===== config.mk =====
export PLATFORM = sky130hd
export DESIGN_NAME = icmp_echo_request_builder_flat
export DESIGN_NICKNAME = d
export VERILOG_FILES = /design/src/rtl/icmp_erb_pkg.sv /design/src/rtl/icmp_erb_ifs.sv /design/src/rtl/icmp_erb_regs.sv /design/src/rtl/icmp_erb_ctrl.sv /design/src/rtl/icmp_erb_dp.sv /design/src/rtl/icmp_echo_request_builder.sv /design/src/flat_wrapper.sv
export SDC_FILE = /design/constraint.sdc
export NUM_CORES = 1
export LEC_CHECK = 0
export ABC_AREA = 1
export BUFFER_PORTS_ARGS = -buffer_cell sky130_fd_sc_hd__buf_2
export CAP_MARGIN = 0
export CORE_UTILIZATION = 53
export CTS_CLUSTER_SIZE = 40
export DETAILED_ROUTE_END_ITERATION = 7
export PLACE_DENSITY_LB_ADDON = 0.25
export REMOVE_ABC_BUFFERS = 1
export SETUP_SLACK_MARGIN = 0.4
export SLEW_MARGIN = 25
export SYNTH_ARGS = -nofsm -noshare
export SYNTH_HDL_FRONTEND = slang
export SYNTH_SLANG_ARGS = --single-unit

===== constraint.sdc =====
create_clock -name clk -period 6.5 [get_ports clk]
set_clock_uncertainty 0.1 [all_clocks]
set_input_delay 0.325 -clock clk [delete_from_list [all_inputs] [get_ports clk]]
set_output_delay 0.325 -clock clk [all_outputs]
set_load 0.05 [all_outputs]

===== src/rtl/icmp_erb_pkg.sv =====
// Package of the ICMP echo request builder: field widths, protocol constants,
// register indexes, controller states and the controller/datapath structs.
// No dependencies.
package icmp_erb_pkg;

    localparam int SEQ_W      = 16;
    localparam int ID_W       = 16;
    localparam int SIZE_W     = 10;
    localparam int DATA_W     = 64;
    localparam int BYTES_W    = 4;
    localparam int SUM_W      = 24;
    localparam int BEAT_BYTES = 8;
    localparam int PDATA_W    = 32;
    localparam int PADDR_W    = 3;
    localparam int REG_IDX_W  = 1;

    localparam logic [7:0]         ECHO_TYPE       = 8'h08;
    localparam logic [7:0]         ECHO_CODE       = 8'h00;
    localparam logic [7:0]         FILL_BYTE       = 8'h78;
    localparam logic [15:0]        FILL_WORD       = 16'h7878;
    localparam logic [15:0]        FILL_ODD        = 16'h7800;
    localparam logic [SIZE_W-1:0]  HDR_BYTES       = 10'd8;
    localparam logic [BYTES_W-1:0] BEAT_FULL       = 4'd8;
    localparam logic [ID_W-1:0]    ECHO_ID_RST     = 16'd0;
    localparam logic [SIZE_W-1:0]  PACKET_SIZE_RST = 10'd64;

    localparam logic [REG_IDX_W-1:0] REG_ECHO_ID     = 1'b0;
    localparam logic [REG_IDX_W-1:0] REG_PACKET_SIZE = 1'b1;

    typedef enum logic [1:0] {
        ST_IDLE,
        ST_SUM,
        ST_FOLD,
        ST_SEND
    } ctrl_state_t;

    typedef struct packed {
        logic load;
        logic sum;
        logic fold;
        logic next_beat;
    } dp_cmd_t;

    typedef struct packed {
        logic last_beat;
    } dp_sts_t;

endpackage


===== src/rtl/icmp_erb_ifs.sv =====
// Valid/ready channel interfaces of the ICMP echo request builder:
// the sequence number request channel and the output beat channel.
// Depends on icmp_erb_pkg.
interface icmp_erb_seq_if;
    logic                          valid;
    logic                          ready;
    logic [icmp_erb_pkg::SEQ_W-1:0] seq;

    modport source (output valid, output seq, input ready);
    modport sink (input valid, input seq, output ready);
endinterface

interface icmp_erb_beat_if;
    logic                            valid;
    logic                            ready;
    logic [icmp_erb_pkg::DATA_W-1:0]  beat_data;
    logic [icmp_erb_pkg::BYTES_W-1:0] beat_bytes;
    logic                            beat_last;

    modport source (output valid, output beat_data, output beat_bytes, output beat_last,
                    input ready);
    modport sink (input valid, input beat_data, input beat_bytes, input beat_last,
                  output ready);
endinterface


===== src/rtl/icmp_erb_regs.sv =====
// APB-style configuration registers: echo identifier and packet size.
// Depends on icmp_erb_pkg.
module icmp_erb_regs
(
    input  logic                               clk,
    input  logic                               rst_n,
    input  logic                               psel,
    input  logic                               penable,
    input  logic                               pwrite,
    input  logic [icmp_erb_pkg::PADDR_W-1:0]   paddr,
    input  logic [icmp_erb_pkg::PDATA_W-1:0]   pwdata,
    output logic [icmp_erb_pkg::PDATA_W-1:0]   prdata,
    output logic                               pready,
    output logic [icmp_erb_pkg::ID_W-1:0]      echo_id,
    output logic [icmp_erb_pkg::SIZE_W-1:0]    packet_size
);

    logic [icmp_erb_pkg::ID_W-1:0]      echo_id_reg;
    logic [icmp_erb_pkg::ID_W-1:0]      echo_id_next;
    logic [icmp_erb_pkg::SIZE_W-1:0]    packet_size_reg;
    logic [icmp_erb_pkg::SIZE_W-1:0]    packet_size_next;
    logic [icmp_erb_pkg::REG_IDX_W-1:0] reg_idx;
    logic                               wr_en;

    assign reg_idx = paddr[icmp_erb_pkg::PADDR_W-1:2];
    assign wr_en   = psel && penable && pwrite;
    assign pready  = 1'b1;

    always_comb
    begin
        echo_id_next     = echo_id_reg;
        packet_size_next = packet_size_reg;
        if (wr_en)
        begin
            unique case (reg_idx)
                icmp_erb_pkg::REG_ECHO_ID:
                    echo_id_next = pwdata[icmp_erb_pkg::ID_W-1:0];
                icmp_erb_pkg::REG_PACKET_SIZE:
                    packet_size_next = pwdata[icmp_erb_pkg::SIZE_W-1:0];
                default:
                    echo_id_next = echo_id_reg;
            endcase
        end
    end

    always_comb
    begin
        unique case (reg_idx)
            icmp_erb_pkg::REG_ECHO_ID:
                prdata = icmp_erb_pkg::PDATA_W'(echo_id_reg);
            icmp_erb_pkg::REG_PACKET_SIZE:
                prdata = icmp_erb_pkg::PDATA_W'(packet_size_reg);
            default:
                prdata = '0;
        endcase
    end

    always_ff @(posedge clk or negedge rst_n)
    begin
        if (!rst_n)
        begin
            echo_id_reg     <= icmp_erb_pkg::ECHO_ID_RST;
            packet_size_reg <= icmp_erb_pkg::PACKET_SIZE_RST;
        end
        else
        begin
            echo_id_reg     <= echo_id_next;
            packet_size_reg <= packet_size_next;
        end
    end

    assign echo_id     = echo_id_reg;
    assign packet_size = packet_size_reg;

endmodule


===== src/rtl/icmp_erb_ctrl.sv =====
// Controller of the ICMP echo request builder: sequences capture, checksum
// sum, checksum fold and beat transmission. Depends on icmp_erb_pkg.
module icmp_erb_ctrl
(
    input  logic                  clk,
    input  logic                  rst_n,
    input  logic                  req_valid,
    output logic                  req_ready,
    output logic                  beat_valid,
    input  logic                  beat_ready,
    output icmp_erb_pkg::dp_cmd_t cmd,
    input  icmp_erb_pkg::dp_sts_t sts
);

    icmp_erb_pkg::ctrl_state_t state_reg;
    icmp_erb_pkg::ctrl_state_t state_next;

    always_ff @(posedge clk or negedge rst_n)
    begin
        if (!rst_n)
        begin
            state_reg <= icmp_erb_pkg::ST_IDLE;
        end
        else
        begin
            state_reg <= state_next;
        end
    end

    always_comb
    begin
        state_next = state_reg;
        cmd        = '0;
        req_ready  = 1'b0;
        beat_valid = 1'b0;
        unique case (state_reg)
            icmp_erb_pkg::ST_IDLE:
            begin
                req_ready = 1'b1;
                if (req_valid)
                begin
                    cmd.load   = 1'b1;
                    state_next = icmp_erb_pkg::ST_SUM;
                end
            end
            icmp_erb_pkg::ST_SUM:
            begin
                cmd.sum    = 1'b1;
                state_next = icmp_erb_pkg::ST_FOLD;
            end
            icmp_erb_pkg::ST_FOLD:
            begin
                cmd.fold   = 1'b1;
                state_next = icmp_erb_pkg::ST_SEND;
            end
            icmp_erb_pkg::ST_SEND:
            begin
                beat_valid = 1'b1;
                if (beat_ready)
                begin
                    cmd.next_beat = 1'b1;
                    if (sts.last_beat)
                    begin
                        state_next = icmp_erb_pkg::ST_IDLE;
                    end
                end
            end
            default:
            begin
                state_next = icmp_erb_pkg::ST_IDLE;
            end
        endcase
    end

endmodule


===== src/rtl/icmp_erb_dp.sv =====
// Datapath of the ICMP echo request builder: size clamp, closed-form
// Internet checksum, beat counter and beat formatting. Depends on icmp_erb_pkg.
module icmp_erb_dp
#(
    parameter int MAX_BYTES = 512
)
(
    input  logic                                 clk,
    input  logic                                 rst_n,
    input  icmp_erb_pkg::dp_cmd_t                cmd,
    output icmp_erb_pkg::dp_sts_t                sts,
    input  logic [icmp_erb_pkg::SEQ_W-1:0]       seq,
    input  logic [icmp_erb_pkg::ID_W-1:0]        echo_id,
    input  logic [icmp_erb_pkg::SIZE_W-1:0]      packet_size,
    output logic [icmp_erb_pkg::DATA_W-1:0]      beat_data,
    output logic [icmp_erb_pkg::BYTES_W-1:0]     beat_bytes,
    output logic                                 beat_last
);

    localparam int BEATS_MAX =
        (MAX_BYTES + icmp_erb_pkg::BEAT_BYTES - 1) / icmp_erb_pkg::BEAT_BYTES;
    localparam int BIDX_W = (BEATS_MAX > 1) ? $clog2(BEATS_MAX) : 1;
    localparam logic [icmp_erb_pkg::SIZE_W-1:0] MAX_SIZE = icmp_erb_pkg::SIZE_W'(MAX_BYTES);

    logic [icmp_erb_pkg::SEQ_W-1:0]  seq_reg;
    logic [icmp_erb_pkg::SEQ_W-1:0]  seq_next;
    logic [icmp_erb_pkg::SIZE_W-1:0] size_reg;
    logic [icmp_erb_pkg::SIZE_W-1:0] size_next;
    logic [icmp_erb_pkg::SUM_W-1:0]  sum_reg;
    logic [icmp_erb_pkg::SUM_W-1:0]  sum_next;
    logic [15:0]                     cks_reg;
    logic [15:0]                     cks_next;
    logic [BIDX_W-1:0]               beat_idx_reg;
    logic [BIDX_W-1:0]               beat_idx_next;

    logic [icmp_erb_pkg::SIZE_W-1:0] eff_size;
    logic [icmp_erb_pkg::SIZE_W-1:0] pay;
    logic [icmp_erb_pkg::SUM_W-1:0]  pay_sum;
    logic [16:0]                     fold1;
    logic [16:0]                     fold2;
    logic [icmp_erb_pkg::SIZE_W-1:0] start;
    logic [icmp_erb_pkg::SIZE_W-1:0] left;
    logic                            is_last;
    logic [icmp_erb_pkg::BYTES_W-1:0] cnt;

    always_comb
    begin
        if (packet_size < icmp_erb_pkg::HDR_BYTES)
        begin
            eff_size = icmp_erb_pkg::HDR_BYTES;
        end
        else if (packet_size > MAX_SIZE)
        begin
            eff_size = MAX_SIZE;
        end
        else
        begin
            eff_size = packet_size;
        end
    end

    // The payload is constant, so its contribution to the sum is a product.
    assign pay     = size_reg - icmp_erb_pkg::HDR_BYTES;
    assign pay_sum = icmp_erb_pkg::SUM_W'(pay[icmp_erb_pkg::SIZE_W-1:1])
                     * icmp_erb_pkg::SUM_W'(icmp_erb_pkg::FILL_WORD)
                     + (pay[0] ? icmp_erb_pkg::SUM_W'(icmp_erb_pkg::FILL_ODD) : '0);

    assign fold1 = 17'(sum_reg[icmp_erb_pkg::SUM_W-1:16]) + 17'(sum_reg[15:0]);
    assign fold2 = 17'(fold1[16]) + 17'(fold1[15:0]);

    always_comb
    begin
        seq_next      = seq_reg;
        size_next     = size_reg;
        sum_next      = sum_reg;
        cks_next      = cks_reg;
        beat_idx_next = beat_idx_reg;
        if (cmd.load)
        begin
            seq_next      = seq;
            size_next     = eff_size;
            beat_idx_next = '0;
        end
        if (cmd.sum)
        begin
            sum_next = icmp_erb_pkg::SUM_W'({icmp_erb_pkg::ECHO_TYPE, 8'h00})
                       + icmp_erb_pkg::SUM_W'(echo_id)
                       + icmp_erb_pkg::SUM_W'(seq_reg)
                       + pay_sum;
        end
        if (cmd.fold)
        begin
            cks_next = ~fold2[15:0];
        end
        if (cmd.next_beat)
        begin
            beat_idx_next = beat_idx_reg + BIDX_W'(1);
        end
    end

    always_ff @(posedge clk or negedge rst_n)
    begin
        if (!rst_n)
        begin
            beat_idx_reg <= '0;
        end
        else
        begin
            beat_idx_reg <= beat_idx_next;
        end
    end

    always_ff @(posedge clk)
    begin
        seq_reg  <= seq_next;
        size_reg <= size_next;
        sum_reg  <= sum_next;
        cks_reg  <= cks_next;
    end

    assign start   = icmp_erb_pkg::SIZE_W'(beat_idx_reg) << 3;
    assign left    = size_reg - start;
    assign is_last = (left <= icmp_erb_pkg::SIZE_W'(icmp_erb_pkg::BEAT_BYTES));
    assign cnt     = is_last ? left[icmp_erb_pkg::BYTES_W-1:0] : icmp_erb_pkg::BEAT_FULL;

    always_comb
    begin
        if (beat_idx_reg == '0)
        begin
            beat_data = {icmp_erb_pkg::ECHO_TYPE, icmp_erb_pkg::ECHO_CODE,
                         cks_reg, echo_id, seq_reg};
        end
        else
        begin
            for (int k = 0; k < icmp_erb_pkg::BEAT_BYTES; k++)
            begin
                beat_data[icmp_erb_pkg::DATA_W-1-8*k -: 8] =
                    (icmp_erb_pkg::BYTES_W'(k) < cnt) ? icmp_erb_pkg::FILL_BYTE : 8'h00;
            end
        end
    end

    assign beat_bytes    = cnt;
    assign beat_last     = is_last;
    assign sts.last_beat = is_last;

endmodule


===== src/rtl/icmp_echo_request_builder.sv =====
// ICMP echo request builder: one sequence number in, one echo request out as 8-byte beats.
// The first beat is valid after the sum and fold states that follow the request transaction.
// One request per packet of nbeats = ceil(size / 8) beats, up to 64, taken only in idle;
// the beat counter in the datapath sets the pace at one beat per cycle without back-pressure.
// Reset (rst_n, asynchronous, active low) returns the controller to idle, echo_id to 0
// and packet_size to 64.
module icmp_echo_request_builder
#(
    parameter int MAX_BYTES = 512
)
(
    input  logic                               clk,
    input  logic                               rst_n,
    icmp_erb_seq_if.sink                       req,
    icmp_erb_beat_if.source                    beat,
    input  logic                               psel,
    input  logic                               penable,
    input  logic                               pwrite,
    input  logic [icmp_erb_pkg::PADDR_W-1:0]   paddr,
    input  logic [icmp_erb_pkg::PDATA_W-1:0]   pwdata,
    output logic [icmp_erb_pkg::PDATA_W-1:0]   prdata,
    output logic                               pready
);

    logic [icmp_erb_pkg::ID_W-1:0]   echo_id;
    logic [icmp_erb_pkg::SIZE_W-1:0] packet_size;
    icmp_erb_pkg::dp_cmd_t           cmd;
    icmp_erb_pkg::dp_sts_t           sts;

    icmp_erb_regs u_regs
    (
        .clk         (clk),
        .rst_n       (rst_n),
        .psel        (psel),
        .penable     (penable),
        .pwrite      (pwrite),
        .paddr       (paddr),
        .pwdata      (pwdata),
        .prdata      (prdata),
        .pready      (pready),
        .echo_id     (echo_id),
        .packet_size (packet_size)
    );

    icmp_erb_ctrl u_ctrl
    (
        .clk        (clk),
        .rst_n      (rst_n),
        .req_valid  (req.valid),
        .req_ready  (req.ready),
        .beat_valid (beat.valid),
        .beat_ready (beat.ready),
        .cmd        (cmd),
        .sts        (sts)
    );

    icmp_erb_dp
    #(
        .MAX_BYTES (MAX_BYTES)
    )
    u_dp
    (
        .clk         (clk),
        .rst_n       (rst_n),
        .cmd         (cmd),
        .sts         (sts),
        .seq         (req.seq),
        .echo_id     (echo_id),
        .packet_size (packet_size),
        .beat_data   (beat.beat_data),
        .beat_bytes  (beat.beat_bytes),
        .beat_last   (beat.beat_last)
    );

endmodule


===== src/flat_wrapper.sv =====
// flat-port wrapper written by rule: the top's interface ports become plain ports
module icmp_echo_request_builder_flat 
#(
    parameter int MAX_BYTES = 512
)
  (clk, rst_n, psel, penable, pwrite, paddr, pwdata, prdata, pready, req_valid, req_seq, req_ready, beat_valid, beat_beat_data, beat_beat_bytes, beat_beat_last, beat_ready);
  icmp_erb_seq_if req_i ();
  icmp_erb_beat_if beat_i ();
  input  logic clk;
  input  logic rst_n;
  input  logic psel;
  input  logic penable;
  input  logic pwrite;
  input  logic [icmp_erb_pkg::PADDR_W-1:0] paddr;
  input  logic [icmp_erb_pkg::PDATA_W-1:0] pwdata;
  output logic [icmp_erb_pkg::PDATA_W-1:0] prdata;
  output logic pready;
  input wire logic [$bits(req_i.valid)-1:0] req_valid;
  input wire logic [$bits(req_i.seq)-1:0] req_seq;
  output wire logic [$bits(req_i.ready)-1:0] req_ready;
  output wire logic [$bits(beat_i.valid)-1:0] beat_valid;
  output wire logic [$bits(beat_i.beat_data)-1:0] beat_beat_data;
  output wire logic [$bits(beat_i.beat_bytes)-1:0] beat_beat_bytes;
  output wire logic [$bits(beat_i.beat_last)-1:0] beat_beat_last;
  input wire logic [$bits(beat_i.ready)-1:0] beat_ready;
  assign req_i.valid = req_valid;
  assign req_i.seq = req_seq;
  assign req_ready = req_i.ready;
  assign beat_valid = beat_i.valid;
  assign beat_beat_data = beat_i.beat_data;
  assign beat_beat_bytes = beat_i.beat_bytes;
  assign beat_beat_last = beat_i.beat_last;
  assign beat_i.ready = beat_ready;
  icmp_echo_request_builder #(.MAX_BYTES(MAX_BYTES)) u_core (.clk(clk), .rst_n(rst_n), .req(req_i), .beat(beat_i), .psel(psel), .penable(penable), .pwrite(pwrite), .paddr(paddr), .pwdata(pwdata), .prdata(prdata), .pready(pready));
endmodule

---- Word-level counts from Yosys, hierarchy flattened ----
Cells that the tools add are included.
word-level totals
  register bits after elaboration ......... 100
  input port bits ......................... 58
  output and inout bits ................... 104
  logic and storage cells ................. 74
cells by class
  $add $sub $neg .......................... 9
  multipliers ............................. 1
  order comparisons ....................... 11
  equality and inequality tests ........... 6
  muxes and demuxes ....................... 27
  bitwise gates (word level) .............. 2
  reductions and logical operators ........ 9
operator list
  cell                      number
  $pmux W32 S2              1
  $mux W63                  1
  $mux W7                   8
  $add A18 B24 Y24          1
  $add A24 B15 Y24          1
  $mul A9 B12 Y21 const B   1
  $add A17 B16 Y18          1
  $add A12 B16 Y17 const A  1
  $add A8 B16 Y17           1
  $add A1 B16 Y16           1
  $lt A3 B4 Y1 const A      4
  $not A16 Y16              1
  $mux W15                  1
  $mux W6                   2
  $gt A10 B10 Y1 const B    1
  $le A10 B4 Y1 const B     1
  $lt A10 B4 Y1 const B     1
  $mux W10                  1
  $sub A10 B4 Y10 const B   1
  $sub A10 B9 Y10           1
  $lt A1 B4 Y1 const A      2
  $lt A2 B4 Y1 const A      2
  $mux W1                   8
  $pmux W2 S4               1
  14 further kinds          21

---- Depth between registers and ports, before layout ----
  word-level depth ........................ 6
  mapped depth ............................ 34

---- Hierarchy ----
Synthesis repeated with hierarchy kept, for this count alone.
second synthesis, totals
  cell total of the unflattened synthesis .. 1283
  area, all modules ....................... 9982.1 µm²
modules (own cells, without submodules)
  module         times used  cells each  area each (µm²)
  icmp_erb_dp    1           1075        8365.5
  icmp_erb_regs  1           179         1402.6
  icmp_erb_ctrl  1           29          214.0

---- Least setup slack after synthesis ----
OpenSTA, ideal clock, no wires.
  kind .................................... flip-flop to flip-flop
  start ................................... reg u_core.u_dp.size_reg[3] in the netlist's numbering
  end ..................................... reg u_core.u_dp.sum_reg[21] in the netlist's numbering (data pin)
  data arrival time ....................... 6.676 ns
  slack ................................... -0.534 ns
  cell stages (with the launch flop) ...... 29
  buffers on the path ..................... 0
  clock period less this slack ............ 7.034 ns
  cell sequence ........................... edfxtp_1 > inv_1 > ha_1 > nand2_1 > or3_1 > xor2_1 > fa_1 > inv_1 > fa_1 > fa_1 > inv_1 > fa_1 > ha_1 > nand2_1 > nor2_1 > nor2_1 > nand2_1 > xnor2_1 > fa_1 > inv_1 > fa_1 > ha_1 > ha_1 > nand2_1 > nor4_1 > a21oi_1 > nor2_1 > nand2_1 > xor2_1
between the ends
  word-level cells in the longest chain between the ends .. 4
RTL lines
  element                 RTL line            source
  from (decl)             icmp_erb_dp.sv:27   logic [icmp_erb_pkg::SIZE_W-1:0] size_reg;
  from (signal assigned)  icmp_erb_dp.sv:116  size_reg <= size_next;
  $sub A10 B4 Y10         icmp_erb_dp.sv:63   assign pay = size_reg - icmp_erb_pkg::HDR_BYTES;
  $mul A9 B12 Y21         icmp_erb_dp.sv:65   * icmp_erb_pkg::SUM_W'(icmp_erb_pkg::FILL_WORD)
  $add A24 B15 Y24        icmp_erb_dp.sv:66   + (pay[0] ? icmp_erb_pkg::SUM_W'(icmp_erb_pkg::FILL_ODD) : '0);
  $add A18 B24 Y24        icmp_erb_dp.sv:89   + pay_sum;
  to (signal assigned)    icmp_erb_dp.sv:117  sum_reg <= sum_next;
  to (decl)               icmp_erb_dp.sv:29   logic [icmp_erb_pkg::SUM_W-1:0] sum_reg;
Every way passes these cells.
A chain may end at the register's enable or synchronous reset.

---- Final worst setup path ----
  start ................................... reg u_core.u_dp.size_reg[4] in the netlist's numbering
  end ..................................... reg u_core.u_dp.sum_reg[18] in the netlist's numbering (data pin)
The elaborated chain is that of the path after synthesis.

==> impl_metrics.py <==
metrics = {
    "run_status": {
        "outcome": "complete, but fails checks",
        "violations": "negative setup slack",
    },
    "critical_path": {
        "r2r-start": "u_core.u_dp.size_reg[4]",
        "critPathLaunchType": "flip-flop",
        "crit_path_start": "u_core.u_dp.size_reg[4]",
        "max_stage_delay_ns": 0.59,
        "cp.arrival_ns": 6.75,
        "cp_slowest_cell": "fa_2",
        "crit_buf_inv": 8,
        "cp_data_required_time_ns": 6.52,
        "crit_path_end_kind": "flip-flop",
        "path_max_fanout": 4,
        "worst-setup-path-type": "flip-flop to flip-flop",
        "crit_family": "adder cells",
    },
    "yosys": {
        "syn-cell-area_um2": 9740,
        "synth.top_cell.area_share": 0.204,
        "synth_cell_types": 47,
        "synth_edf_count": 66,
        "synthCells": 1245,
        "syn_avg_cell_area_um2": 7.82,
        "seq_area_frac_synth": 0.291,
        "synthArstFlopShare": 0.340,
        "synthTopCellsByArea": "edfxtp_1 (20%), ha_1 (15%), nand2_1 (11%), inv_1 (9.4%), dfrtp_1 (8.5%)",
        "ys.flop_type": "edfxtp_1",
        "synth_top_area_cell": "edfxtp_1",
        "yosysWarnings": 0,
        "ys_ff_latch": 100,
    },
    "cts": {
        "path_clk_slew_ns": 0.08,
        "clk_latency_ns": 0.36,
        "cts.htree.levels": 3,
        "cts.sinks": 100,
        "cts_tree": "done",
        "clockRootBuffer": "clkbuf_16",
        "cts_made_buffers": 9,
        "clk_path_buf_depth": 2,
    },
    "worst_hold_path": {
        "hold_class": "input pin to flip-flop",
        "min_from": "req_seq[10]",
    },
    "final_layout": {
        "fillers": 1453,
        "regArea_um2": 2830,
        "antenna_cells": 0,
        "fin_area_um2": 12300,
        "drive_above_1_share": 0.271,
        "fin_nets": 1683,
        "area_delta_synth_final_pct": 25.9,
        "largest_register_ffs": 24,
        "multi_input_comb_area_um2": 6440,
    },
    "die": {
        "core-area_um2": 18000,
        "die_area_um2": 18900,
        "rows": 49,
        "die_w_um": 138,
        "initial_utilization": 0.542,
        "boundaryPins": 162,
        "die_y_um": 138,
    },
    "grt": {
        "use_met1": 0.332,
        "grt_pass1_vias": 8170,
        "antenna_found_initial": 0,
        "grt.busiest_layer": "met2",
        "grt_max_degree": 35,
        "grt_use_met3": 0.0430,
        "grt-ovfl-total": 0,
        "grt_pass1_wl_um": 39700,
        "grtUsageMet2": 0.485,
        "grtUsageTotal": 0.281,
    },
    "timing": {
        "clock.fmax_ghz": 0.149,
        "worst_slew_margin_rel": 0.385,
        "timing.final.ws_setup_ns": -0.231,
        "finalCritPeriodShare": 1.04,
        "drv_slew": 0,
        "setup_viol": 9,
        "worst_pin_slew_ns": 0.920,
        "min_period_ns": 6.73,
        "hold_ws_ns": 0.0294,
        "rsz0062_at_grt": "true",
        "hold_viol_final": 0,
    },
    "drt": {
        "drt-pass1-iter-count": 6,
        "ant_nets": 0,
        "post_drt_wl_per_cell_um": 15.7,
        "routed_via_density": 5.15,
        "wl_um": 26700,
        "drt_iter0_markers": 487,
        "drc": 0,
        "vias": 8759,
    },
    "placed_design": {
        "dp_hpwl_um": 20700,
        "port_buffers": 118,
        "placed_cell_area_um2": 11100,
        "routabilityCongestion": 0.933,
    },
    "run": {
        "max-cap-violations": 0,
    },
}
## worst register-to-register path: cells and delay by family (launching register included)
family                     cells  cell delay, ns
DFF                            1            0.42
adders and majority gates      9            3.60
buffers and inverters          8            0.75
xor gates and xnor gates       3            0.44
and+or+nand+nor                7            0.80
AOI/OAI and AO/OA              3            0.40
## synthesized netlist by cell type, types with 4 or more instances
library cell,instances
clkbuf_1,12
nand3_2,6
ha_1,118
nor2_1,96
inv_1,243
o21ai_1,9
o211ai_1,10
nand2_2,14
xor2_1,28
fa_1,40
nand3_1,58
buf_4,32
nor3_1,5
nand2_1,289
nand3b_1,6
a21oi_1,36
xnor2_1,13
nor3_2,4
inv_2,4
nor2_2,8
dfrtp_1,33
edfxtp_1,66
nor4_1,4
nand4_1,27
o21ai_0,48
## cell families after synthesis
family | after synthesis | share of synthesized area
AOI/OAI and AO/OA | 118 | 0.0675
xor gates and xnor gates | 42 | 0.0397
adders and majority gates | 158 | 0.234
buffers and inverters | 294 | 0.126
DFF | 100 | 0.291
other | 2 | 0.000771
and+or+nand+nor | 531 | 0.241
## worst paths after layout
kind / to / slack, ns / depth (start not counted)
min in group asynchronous: u_core.u_ctrl.state_reg[1] / 0.50 / 2
setup / recovery: u_core.u_dp.sum_reg[18] / -0.23 / 30
max in group asynchronous: u_core.u_regs.echo_id[12] / 5.26 / 2
setup reg to reg: u_core.u_dp.sum_reg[18] / -0.23 / 30
hold reg to reg: u_core.u_regs.echo_id[4] / 0.39 / 2
hold / removal: u_core.u_dp.seq_reg[10] / 0.03 / 1
## routing by layer
layer,vias to the layer above,share of wire
met5,-,0
met4,0,0.045
met3,61,0.044
met2,246,0.50
met1,4103,0.41
li1,4349,-
## cell type report
class	count	area share
well taps	229	0.0234
clock buffers	9	0.0184
flip-flops and latches	100	0.231
repair buffers	235	0.121
multi-input cells	874	0.525
inverters	247	0.0756
clock inverters	7	0.00551
## through the flow
step           setup slack (ns)  TNS, ns   util  instances
2_1_floorplan            -0.534    -3.88      -       1221
3_3_place_gp             -0.445    -4.16  0.617       1659
3_5_place_dp             -0.644    -6.20  0.617       1659
4_1_cts                  -0.152   -0.815  0.666       1696
5_1_grt                  -0.463    -3.59  0.683       1701
6_report                 -0.231    -1.73  0.683       1701
## placed cells by master, fill, tap and decap left out, types with 27 or more instances in the layout
master / instances
inv_1: 233
dfrtp_1: 33
nand2_2: 28
nor2_1: 90
o21ai_0: 44
fa_1: 34
buf_4: 113
nand4_1: 27
buf_2: 118
edfxtp_1: 66
nand2_1: 271
nand3_1: 54
ha_1: 92
## what timing repair did
item,in CTS,in global routing
pin swaps,35,12
setup endpoints to repair,14,14
hold buffers,1,0
hold endpoints to repair,33,0
gates resized for setup,73,51
setup buffers,20,5
Power is left out: the tool's default activity adds up to more than one toggle a clock period on the data nets, which glitch-free logic cannot reach.
